`config.mk`:
```
export PLATFORM = sky130hd
export DESIGN_NAME = websocket_frame_deframer
export DESIGN_NICKNAME = d
export VERILOG_FILES = /design/src/sv/wsdf_pkg.sv /design/src/sv/websocket_frame_deframer.sv
export SDC_FILE = /design/constraint.sdc
export NUM_CORES = 1
export LEC_CHECK = 0
export BUFFER_PORTS_ARGS = -buffer_cell sky130_fd_sc_hd__buf_2
export CELL_PAD_IN_SITES_DETAIL_PLACEMENT = 1
export CELL_PAD_IN_SITES_GLOBAL_PLACEMENT = 2
export CORE_MARGIN = 5
export CORE_UTILIZATION = 44
export CTS_CLUSTER_SIZE = 25
export DETAILED_ROUTE_END_ITERATION = 12
export GPL_ROUTABILITY_DRIVEN = 0
export PLACE_DENSITY = 0.9
export SETUP_SLACK_MARGIN = 0.3
export SLEW_MARGIN = 20
export SYNTH_ARGS = -nofsm -noshare
export SYNTH_HDL_FRONTEND = slang
export SYNTH_SLANG_ARGS = --single-unit
```
`constraint.sdc`:
```
create_clock -name clk -period 5 [get_ports clk]
set_clock_uncertainty 0.05 [all_clocks]
set_input_delay 0.75 -clock clk [delete_from_list [all_inputs] [get_ports clk]]
set_output_delay 0.75 -clock clk [all_outputs]
set_load 0.005 [all_outputs]
```
`src/sv/wsdf_pkg.sv`:
```
// ----------------------------------------------------------------------------
// WebSocket frame deframer package
// Shared types and constants for the receive-side frame parser.
// ----------------------------------------------------------------------------
package wsdf_pkg;

    // Header bit and length code values.
    localparam logic [7:0] FIN_BIT   = 8'h80;
    localparam logic [6:0] LEN_MASK  = 7'h7F;
    localparam logic [6:0] LEN_EXT16 = 7'd126;
    localparam logic [6:0] LEN_EXT64 = 7'd127;
    localparam logic [15:0] KEY_BYTES = 16'd4;

    // Parser phase.
    typedef enum logic [2:0] {
        PH_SKIP   = 3'd0,
        PH_LEN    = 3'd1,
        PH_EXT_HI = 3'd2,
        PH_EXT_LO = 3'd3,
        PH_KEY    = 3'd4,
        PH_DATA   = 3'd5
    } phase_t;

    // Result status codes.
    typedef enum logic [1:0] {
        ST_DATA    = 2'd0,
        ST_EMPTY   = 2'd1,
        ST_DROPPED = 2'd2
    } status_t;

    // One result item.
    typedef struct packed {
        logic [7:0] payload_byte;
        logic [7:0] frame_type;
        status_t    status;
        logic       last;
    } result_t;

endpackage

```
`src/sv/websocket_frame_deframer.sv`:
```
// ----------------------------------------------------------------------------
// WebSocket frame deframer
// Parses one frame per received buffer, one byte per cycle while in_stall is
// low, and emits the unmasked payload bytes with the frame type and a last flag.
// ----------------------------------------------------------------------------
//
//  Channel | Direction | Handshake          | Payload
//  --------+-----------+--------------------+-------------------------------------
//  in      | input     | in_valid/in_stall  | data_byte, buffer_start
//  out     | output    | out_valid/out_stall| payload_byte, frame_type, status, last
//
//  One byte is accepted every cycle while in_stall is low; each header or payload
//  step is a single registered pass from the input byte to the result, which lands
//  in the output register, or in the skid register while the output is held.
//  A skid register behind the output keeps the input moving while a result
//  waits; in_stall rises only once that skid register holds a result.
//  rst_n clears the parser to the skipping phase and empties both registers.
//
// The parser keeps the first byte of a buffer as the frame type when its FIN
// bit is set, otherwise it ignores the buffer until the next buffer start.
// The second byte carries the mask bit and a 7-bit length code. Code 126 is
// followed by a 16-bit big-endian length; code 127 is not supported, and the
// frame is reported with the dropped status and abandoned. A masked frame
// then carries a four-byte key, and each payload byte is XORed with the key
// byte selected by its index modulo four. A frame of zero length yields a
// single empty-frame marker. Bytes past the end of the payload are ignored.
// ----------------------------------------------------------------------------
module websocket_frame_deframer
(
    input  logic       clk,
    input  logic       rst_n,

    input  logic       in_valid,
    output logic       in_stall,
    input  logic [7:0] data_byte,
    input  logic       buffer_start,

    output logic       out_valid,
    input  logic       out_stall,
    output logic [7:0] payload_byte,
    output logic [7:0] frame_type,
    output logic [1:0] status,
    output logic       last
);

    // Parser state.
    wsdf_pkg::phase_t phase_reg, phase_next;
    logic [7:0]       type_byte_reg, type_byte_next;
    logic             masked_flag_reg, masked_flag_next;
    logic [15:0]      payload_length_reg, payload_length_next;
    logic [15:0]      byte_count_reg, byte_count_next;
    logic [31:0]      mask_key_reg, mask_key_next;

    // Output register and skid register.
    logic               out_valid_reg, out_valid_next;
    wsdf_pkg::result_t  out_data_reg, out_data_next;
    logic               skid_valid_reg, skid_valid_next;
    wsdf_pkg::result_t  skid_data_reg, skid_data_next;

    // Result of the current request.
    logic              res_valid;
    wsdf_pkg::result_t res;

    logic        accept;
    logic        out_free;
    logic [6:0]  len_code;
    logic [15:0] hdr_len;
    logic        hdr_masked;
    logic        hdr_done;
    logic [15:0] count_inc;
    logic [7:0]  key_byte;

    assign in_stall = skid_valid_reg;
    assign accept   = in_valid && !in_stall;
    assign out_free = !out_valid_reg || !out_stall;

    assign len_code  = data_byte[6:0] & wsdf_pkg::LEN_MASK;
    assign count_inc = byte_count_reg + 16'd1;

    // Key byte for the current payload index; index zero takes the top byte.
    always_comb
    begin
        unique case (byte_count_reg[1:0])
            2'd0:    key_byte = mask_key_reg[31:24];
            2'd1:    key_byte = mask_key_reg[23:16];
            2'd2:    key_byte = mask_key_reg[15:8];
            default: key_byte = mask_key_reg[7:0];
        endcase
    end

    // Next parser state and the result of this request.
    always_comb
    begin
        phase_next          = phase_reg;
        type_byte_next      = type_byte_reg;
        masked_flag_next    = masked_flag_reg;
        payload_length_next = payload_length_reg;
        byte_count_next     = byte_count_reg;
        mask_key_next       = mask_key_reg;

        res_valid        = 1'b0;
        res.payload_byte = 8'd0;
        res.frame_type   = type_byte_reg;
        res.status       = wsdf_pkg::ST_DATA;
        res.last         = 1'b0;

        hdr_done   = 1'b0;
        hdr_masked = masked_flag_reg;
        hdr_len    = payload_length_reg;

        if (accept)
        begin
            if (buffer_start)
            begin
                if ((data_byte & wsdf_pkg::FIN_BIT) != 8'd0)
                begin
                    type_byte_next = data_byte;
                    phase_next     = wsdf_pkg::PH_LEN;
                end
                else
                begin
                    phase_next = wsdf_pkg::PH_SKIP;
                end
            end
            else
            begin
                unique case (phase_reg)
                    wsdf_pkg::PH_LEN:
                    begin
                        masked_flag_next = data_byte[7];
                        if (len_code == wsdf_pkg::LEN_EXT16)
                        begin
                            phase_next = wsdf_pkg::PH_EXT_HI;
                        end
                        else if (len_code == wsdf_pkg::LEN_EXT64)
                        begin
                            phase_next = wsdf_pkg::PH_SKIP;
                            res_valid  = 1'b1;
                            res.status = wsdf_pkg::ST_DROPPED;
                            res.last   = 1'b1;
                        end
                        else
                        begin
                            hdr_done   = 1'b1;
                            hdr_masked = data_byte[7];
                            hdr_len    = {9'd0, len_code};
                        end
                    end
                    wsdf_pkg::PH_EXT_HI:
                    begin
                        payload_length_next = {data_byte, 8'd0};
                        phase_next          = wsdf_pkg::PH_EXT_LO;
                    end
                    wsdf_pkg::PH_EXT_LO:
                    begin
                        hdr_done = 1'b1;
                        hdr_len  = {payload_length_reg[15:8], data_byte};
                    end
                    wsdf_pkg::PH_KEY:
                    begin
                        mask_key_next   = {mask_key_reg[23:0], data_byte};
                        byte_count_next = count_inc;
                        if (count_inc >= wsdf_pkg::KEY_BYTES)
                        begin
                            byte_count_next = 16'd0;
                            if (payload_length_reg == 16'd0)
                            begin
                                phase_next = wsdf_pkg::PH_SKIP;
                                res_valid  = 1'b1;
                                res.status = wsdf_pkg::ST_EMPTY;
                                res.last   = 1'b1;
                            end
                            else
                            begin
                                phase_next = wsdf_pkg::PH_DATA;
                            end
                        end
                    end
                    wsdf_pkg::PH_DATA:
                    begin
                        byte_count_next  = count_inc;
                        res_valid        = 1'b1;
                        res.payload_byte = masked_flag_reg ? (data_byte ^ key_byte)
                                                           : data_byte;
                        res.last         = (count_inc == payload_length_reg);
                        if (count_inc == payload_length_reg)
                        begin
                            phase_next = wsdf_pkg::PH_SKIP;
                        end
                    end
                    default:
                    begin
                        phase_next = wsdf_pkg::PH_SKIP;
                    end
                endcase

                // Length known: go on to the key, the payload or the marker.
                if (hdr_done)
                begin
                    payload_length_next = hdr_len;
                    byte_count_next     = 16'd0;
                    if (hdr_masked)
                    begin
                        phase_next = wsdf_pkg::PH_KEY;
                    end
                    else if (hdr_len == 16'd0)
                    begin
                        phase_next = wsdf_pkg::PH_SKIP;
                        res_valid  = 1'b1;
                        res.status = wsdf_pkg::ST_EMPTY;
                        res.last   = 1'b1;
                    end
                    else
                    begin
                        phase_next = wsdf_pkg::PH_DATA;
                    end
                end
            end
        end
    end

    // Output register with a skid register behind it.
    always_comb
    begin
        out_valid_next  = out_valid_reg;
        out_data_next   = out_data_reg;
        skid_valid_next = skid_valid_reg;
        skid_data_next  = skid_data_reg;

        priority if (out_free && skid_valid_reg)
        begin
            out_valid_next  = 1'b1;
            out_data_next   = skid_data_reg;
            skid_valid_next = 1'b0;
        end
        else if (out_free)
        begin
            out_valid_next = res_valid;
            out_data_next  = res;
        end
        else if (res_valid)
        begin
            skid_valid_next = 1'b1;
            skid_data_next  = res;
        end
    end

    always_ff @(posedge clk or negedge rst_n)
    begin
        if (!rst_n)
        begin
            phase_reg          <= wsdf_pkg::PH_SKIP;
            type_byte_reg      <= 8'd0;
            masked_flag_reg    <= 1'b0;
            payload_length_reg <= 16'd0;
            byte_count_reg     <= 16'd0;
            mask_key_reg       <= 32'd0;
            out_valid_reg      <= 1'b0;
            skid_valid_reg     <= 1'b0;
        end
        else
        begin
            phase_reg          <= phase_next;
            type_byte_reg      <= type_byte_next;
            masked_flag_reg    <= masked_flag_next;
            payload_length_reg <= payload_length_next;
            byte_count_reg     <= byte_count_next;
            mask_key_reg       <= mask_key_next;
            out_valid_reg      <= out_valid_next;
            skid_valid_reg     <= skid_valid_next;
        end
    end

    always_ff @(posedge clk)
    begin
        out_data_reg  <= out_data_next;
        skid_data_reg <= skid_data_next;
    end

    assign out_valid    = out_valid_reg;
    assign payload_byte = out_data_reg.payload_byte;
    assign frame_type   = out_data_reg.frame_type;
    assign status       = out_data_reg.status;
    assign last         = out_data_reg.last;

    // The skid register only fills behind a held output.
    a_skid_behind_out: assert property (@(posedge clk) disable iff (!rst_n)
        skid_valid_reg |-> out_valid_reg)
        else $error("skid register holds a result while the output is empty");

    // Markers always close their frame.
    a_marker_last: assert property (@(posedge clk) disable iff (!rst_n)
        (out_valid_reg && out_data_reg.status != wsdf_pkg::ST_DATA) |-> out_data_reg.last)
        else $error("empty or dropped marker without last");

    // The payload index stays below the frame length while payload flows.
    a_data_count: assert property (@(posedge clk) disable iff (!rst_n)
        (phase_reg == wsdf_pkg::PH_DATA) |->
            (byte_count_reg < payload_length_reg))
        else $error("payload index reached the frame length");

    // At most four key bytes are collected.
    a_key_count: assert property (@(posedge clk) disable iff (!rst_n)
        (phase_reg == wsdf_pkg::PH_KEY) |-> (byte_count_reg < wsdf_pkg::KEY_BYTES))
        else $error("mask key count out of range");

endmodule

```
==> Word-level counts from Yosys, hierarchy flattened <==
Cells that the tools add are included.
Widths: inputs -> output; s select.
{ "word_totals": {"input_bits": 13, "elab_cells": 122, "regBits": 116} }
{ "op_classes": {"add_sub_neg": 1, "n_eq_ne": 15, "n_bitwise": 4, "magnitude_cmp": 1, "reduce_logical": 21, "muxes": 64} }
{ "op_table": {"columns": ["operator", "count"], "rows": [
  ["$mux 16", 8],
  ["$pmux 16 s2", 2],
  ["$mux 3", 16],
  ["$mux 19", 2],
  ["$logic_not 16->1", 2],
  ["$mux 8", 4],
  ["$mux 1", 24],
  ["$pmux 8 s3", 1],
  ["$reduce_and 3->1", 6],
  ["$add 16x1->16 const B", 1],
  ["$eq 16x16->1", 1],
  ["$ge 16x3->1 const B", 1],
  ["$pmux 3 s5", 1],
  ["$eq 7x7->1 const B", 2],
  ["$ne 4x4->1 const B", 2],
  ["$xor 8x8->8", 1],
  ["$eq 3x2->1 const B", 2],
  ["$eq 3x3->1 const B", 2],
  ["$pmux 1 s3", 2],
  ["$reduce_bool 2->1", 3],
  ["$ne 5x5->1 const B", 1],
  ["$reduce_and 5->1", 1],
  ["$mux 2", 2],
  ["$pmux 2 s2", 1],
  ["other kinds (13)", 18]
]} }

==> Longest topological paths before layout <==
{ "depth": {"ltp_word": 15, "mapped_depth": 13, "depth_no_buf": 10} }

==> Least setup slack after synthesis <==
Ideal clock, no wire load.
{ "synth_timing": {"path_type": "in2reg", "start": "input port data_byte[4]", "end": "register skid_data_reg[0] in the netlist's numbering (enable)", "setup_time_ns": 0.395, "arrival_time_ns": 2.974, "slack_ns": 1.581, "cell_stages": 9, "t_required_ns": 4.555, "path_cell_list": "clkbuf_1 > nand4_1 > nor3_1 > mux2i_1 > a211oi_1 > nand2_1 > o21ai_0 > a2bb2oi_1 > nor2_1"} }
{ "synth_between": {"elab_chain_len": 13, "word_cells_on_any_way": 27, "classes_between": "2 x eq/ne; 23 x mux; 2 x reduce/logical"} }
{ "synth_rtl": {"columns": ["item", "line_no", "rtl"], "rows": [
  ["start: declaration", "websocket_frame_deframer.sv:35", "input logic [7:0] data_byte,"],
  ["$eq 7x7->1", "websocket_frame_deframer.sv:135", "else if (len_code == wsdf_pkg::LEN_EXT64)"],
  ["$mux 16", "websocket_frame_deframer.sv:135", null],
  ["$mux 16", "websocket_frame_deframer.sv:131", "if (len_code == wsdf_pkg::LEN_EXT16)"],
  ["$pmux 16 s2", "websocket_frame_deframer.sv:127", "unique case (phase_reg)"],
  ["$mux 16", "websocket_frame_deframer.sv:113", "if (buffer_start)"],
  ["$mux 16", "websocket_frame_deframer.sv:111", "if (accept)"],
  ["$logic_not 16->1", "websocket_frame_deframer.sv:206", "else if (hdr_len == 16'd0)"],
  ["$mux 1", "websocket_frame_deframer.sv:206", null],
  ["$mux 1", "websocket_frame_deframer.sv:202", "if (hdr_masked)"],
  ["$mux 1 (*)", "websocket_frame_deframer.sv:198", "if (hdr_done)"],
  ["$mux 1 (*)", "websocket_frame_deframer.sv:113", null],
  ["$mux 1 (*)", "websocket_frame_deframer.sv:111", null],
  ["$reduce_and 3->1 (no line) (*)", null, null],
  ["end signal: assignment", "websocket_frame_deframer.sv:277", "skid_data_reg <= skid_data_next;"],
  ["end: declaration", "websocket_frame_deframer.sv:58", "wsdf_pkg::result_t skid_data_reg, skid_data_next;"]
]} }
Mark *: on every way between the ends. The rest lies on a longest branch, timed or not. The select of a mux whose other input is x is not followed.
A chain may end at the register's enable or synchronous reset.

==> Worst setup path in the final report <==
{ "layout_timing": {"start": "register byte_count_reg[0]", "end": "register skid_data_reg[18] in the netlist's numbering (enable)"} }
{ "layout_between": {"elab_chain_len": 10} }
{ "layout_rtl": {"columns": ["item", "line_no", "rtl"], "rows": [
  ["start: declaration", "websocket_frame_deframer.sv:51", "logic [15:0] byte_count_reg, byte_count_next;"],
  ["start signal: assignment", "websocket_frame_deframer.sv:267", "byte_count_reg <= byte_count_next;"],
  ["$add 16x1->16 (*)", "websocket_frame_deframer.sv:78", "assign count_inc = byte_count_reg + 16'd1;"],
  ["$ge 16x3->1 (*)", "websocket_frame_deframer.sv:163", "if (count_inc >= wsdf_pkg::KEY_BYTES)"],
  ["$mux 1 (*)", "websocket_frame_deframer.sv:163", null],
  ["$pmux 1 s3 (*)", "websocket_frame_deframer.sv:127", null],
  ["$mux 1", "websocket_frame_deframer.sv:206", null],
  ["$mux 1", "websocket_frame_deframer.sv:202", null],
  ["$mux 1 (*)", "websocket_frame_deframer.sv:198", null],
  ["$mux 1 (*)", "websocket_frame_deframer.sv:113", null],
  ["$mux 1 (*)", "websocket_frame_deframer.sv:111", null],
  ["$reduce_and 3->1 (no line) (*)", null, null]
]} }
Mark *: on every way between the ends. The rest lies on a longest branch, timed or not.

==> key figures <==
Run status
  – Outcome: completed

Final layout
  – N_diodes: 0
  – Largest register FFs: 32
  – Cell area after layout: 0.00695 mm2
  – Synthesis-to-finish area growth: 14.1%
  – Commonest cells after routing, fill and taps aside: 78 x dfrtp_1, 48 x nand2_1, 47 x mux2_2
  – Commonest non-fill, non-tap cell in the layout: dfrtp_1
  – Filler Cells Inserted: between 1000 and 1500
  – Share of layout cells above drive strength 1: between 20% and 30%
  – Layout Nets: 590
  – Final core occ: between 50% and 60%

Critical path
  – CP endpoint kind: flop
  – Max FO, Critical Path: 14
  – Worst flop-to-flop path startpoint: byte_count_reg[0]
  – Slowest CP cell: dfrtp_1
  – Cells on worst reg2reg path: 10
  – Worst path bufs/invs: 1
  – Data required, critical path: 5120 ps
  – Startpoint Class: flop
  – Critical path's top delay family: compound AO/OA/AOI/OAI gates
  – Slowest stage delay, CP: 560 ps
  – R2R Path End: skid_data_reg[18]
  – FF-to-FF setup slack: between 1000 and 1500 ps
  – Arrival time worst endpoint: 3760 ps
  – CP Class: reg2reg
  – Crit-path cells: ha_1 > and4_4 > mux2i_1 > a31oi_1 > a2111oi_2 > nand2_2 > nand2_1 > a2bb2oi_1 > nor2_1 > buf_4

GRT
  – Global-route wire length before repair: about 27000 um
  – Vias in the first global route: about 5000
  – Largest net degree at the start of global routing: 79
  – Initial antenna violation count: 0
  – GRT overflow: 0
  – Total track usage: 21.7%

Clocking
  – CTS root buf: clkbuf_16
  – Hold buffers post-CTS: 0
  – Setup repair bufs after CTS: 0
  – H-tree lvl count: 4
  – Clk slew on worst S/H paths: ~50 ps
  – CTS tree: built
  – Total clock sinks: 116
  – Clock tree buffer depth: 2
  – Num CTS Buffers: 17
  – Cts repair resizes: 0
  – Worst-Skew Late Latency: 420 ps

Place
  – DP Wirelength: roughly 11000 um
  – PortBufs: 33
  – Post-DP Area: 0.00630 mm2

Floorplanning
  – Die height: 128 um
  – Die X: 128 um
  – Starting density of the core: 44.4%
  – Core Area: 0.0137 mm2
  – Die area: 0.0163 mm2
  – IO Pins: 34
  – Row cnt: 43

Route
  – 1st-pass router iterations: 5
  – Routed length per instance: 21.9 um
  – Initial drt markers: 423
  – Drt total wl: 16800 um
  – Vias per cell: approximately 6
  – Vias post-DR: 4517
  – Residual DRC: 0
  – Final ANT Viol Nets: 0

Synthesis
  – Warnings from Yosys: 0
  – Main flop type after synthesis: dfrtp_1
  – Register area share after synthesis: between 50% and 60%
  – Post-synthesis register bit count: about 120
  – Mapped Avg Cell Area: ~11 um2
  – Yosys cell types: 67
  – Cells after synthesis: 556
  – Mapped cell area: 0.00609 mm2
  – Asr flop ratio synth: 67.2%
  – Synth area leaders: dfrtp_1 32%, edfxtp_1 19%, mux2_2 8.7%
  – Synth top area share: 32.1%
  – Syn Nets: ~570
  – Post-synth EDFFs: 38
  – Area leader, netlist: dfrtp_1

Timing
  – Fmax: 274 MHz
  – RSZ-0062 raised after global routing: no
  – Final period util: 72.9%
  – Final Hold Fails: 0
  – Post-route setup TNS: 0 ps
  – Slew headroom: 32.9%
  – Worst Max-Slew Pin Slew: 1000 ps
  – Setup Viol. Count Final: 0
  – Max-slew violations: 0
  – Final min period: roughly 3600 ps

Pwr
  – Leakage: about 0.003 uW
  – PD cells: roughly 560 mW/mm2
  – Maximum vdd ir drop: ~0.00034 V

Min path
  – Hold Crit Class: in2async

Run
  – MaxCap Viol Count: 0
## report_power, final
| part | switching, uW | total (uW) | internal, uW | leakage (uW) |
|---|---|---|---|---|
| Sequential | 285 | 1510 | 1220 | 0.00140 |
| Clock | 451 | 1350 | 894 | 0.000306 |
| Combinational | 568 | 1020 | 454 | 0.00130 |
## how the worst max path moves through the flow
| stage | startpoint | to | depth (start not counted) | slack, ps |
|---|---|---|---|---|
| 2_1_floorplan | data_byte[4] | skid_data_reg[0] | 9 | 1580 |
| 3_3_place_gp | byte_count_reg[0] | byte_count_reg[7] | 9 | 1390 |
| 3_5_place_dp | byte_count_reg[0] | byte_count_reg[7] | 9 | 1180 |
| 4_1_cts | byte_count_reg[0] | byte_count_reg[7] | 9 | 1190 |
| 5_1_grt | byte_count_reg[0] | skid_data_reg[9] | 10 | 1200 |
| 6_report | byte_count_reg[0] | skid_data_reg[18] | 10 | 1360 |
## worst register-to-register path, cell delays in order, from the launching register on
cell and delay (ps):
dfrtp_1 560, ha_1 440, and4_4 340, mux2i_1 190, a31oi_1 120, a2111oi_2 560
nand2_2 160, nand2_1 110, a2bb2oi_1 330, nor2_1 220, buf_4 310
## cell type report
type                       instances  area [um2]  area share [%]
inverter                          11        41.3           0.594
clock buffer                      22         454            6.54
sequential                       116        3090            44.5
clock inverter                    10         180            2.59
timing repair buffer              37         205            2.95
tap                              180         225            3.24
multi-input combinational        389        2750            39.6
## cells in the mapped netlist, types with 14 or more instances
master    number
dfrtp_1       78
nand2_1       48
mux2_2        47
nor2_1        40
edfxtp_1      38
o21ai_0       31
clkbuf_1      24
a21oi_1       21
xnor2_1       18
nand3_1       14
nor3_1        14
## stage by stage
step | cells | hold WS (ps) | total power (uW) | setup WS [ps]
5_1_grt | 765 | 384 | 4060 | 1200
3_3_place_gp | 732 | 403 | 2410 | 1390
4_1_cts | 764 | 451 | 3870 | 1190
2_1_floorplan | 556 | 384 | 2180 | 1580
3_5_place_dp | 732 | 416 | 2470 | 1180
6_report | 765 | 316 | 3870 | 1360
## routing by layer
metal  share of wire [%]  routed length (um)  global-route usage, %
met3                 3.8                 639                   5.52
met5                   0                   0                      0
met2                  50                8370                   35.8
met4                 2.5                 413                   8.05
met1                  44                7330                   27.6
## cells by family (layout without fill, tap and decap cells)
group,Yosys count,count (layout),synth area share (%)
AO/OA/AOI/OAI,120,120,13.5
adder cells (fa/ha/maj),5,5,1.03
flip-flops,116,116,50.8
buffers and inverters,51,80,4.05
multiplexers,53,53,9.68
XOR/XNOR,32,32,4.83
AND/OR/NAND/NOR,179,179,16.1
Power figures use the tool's default switching activity.
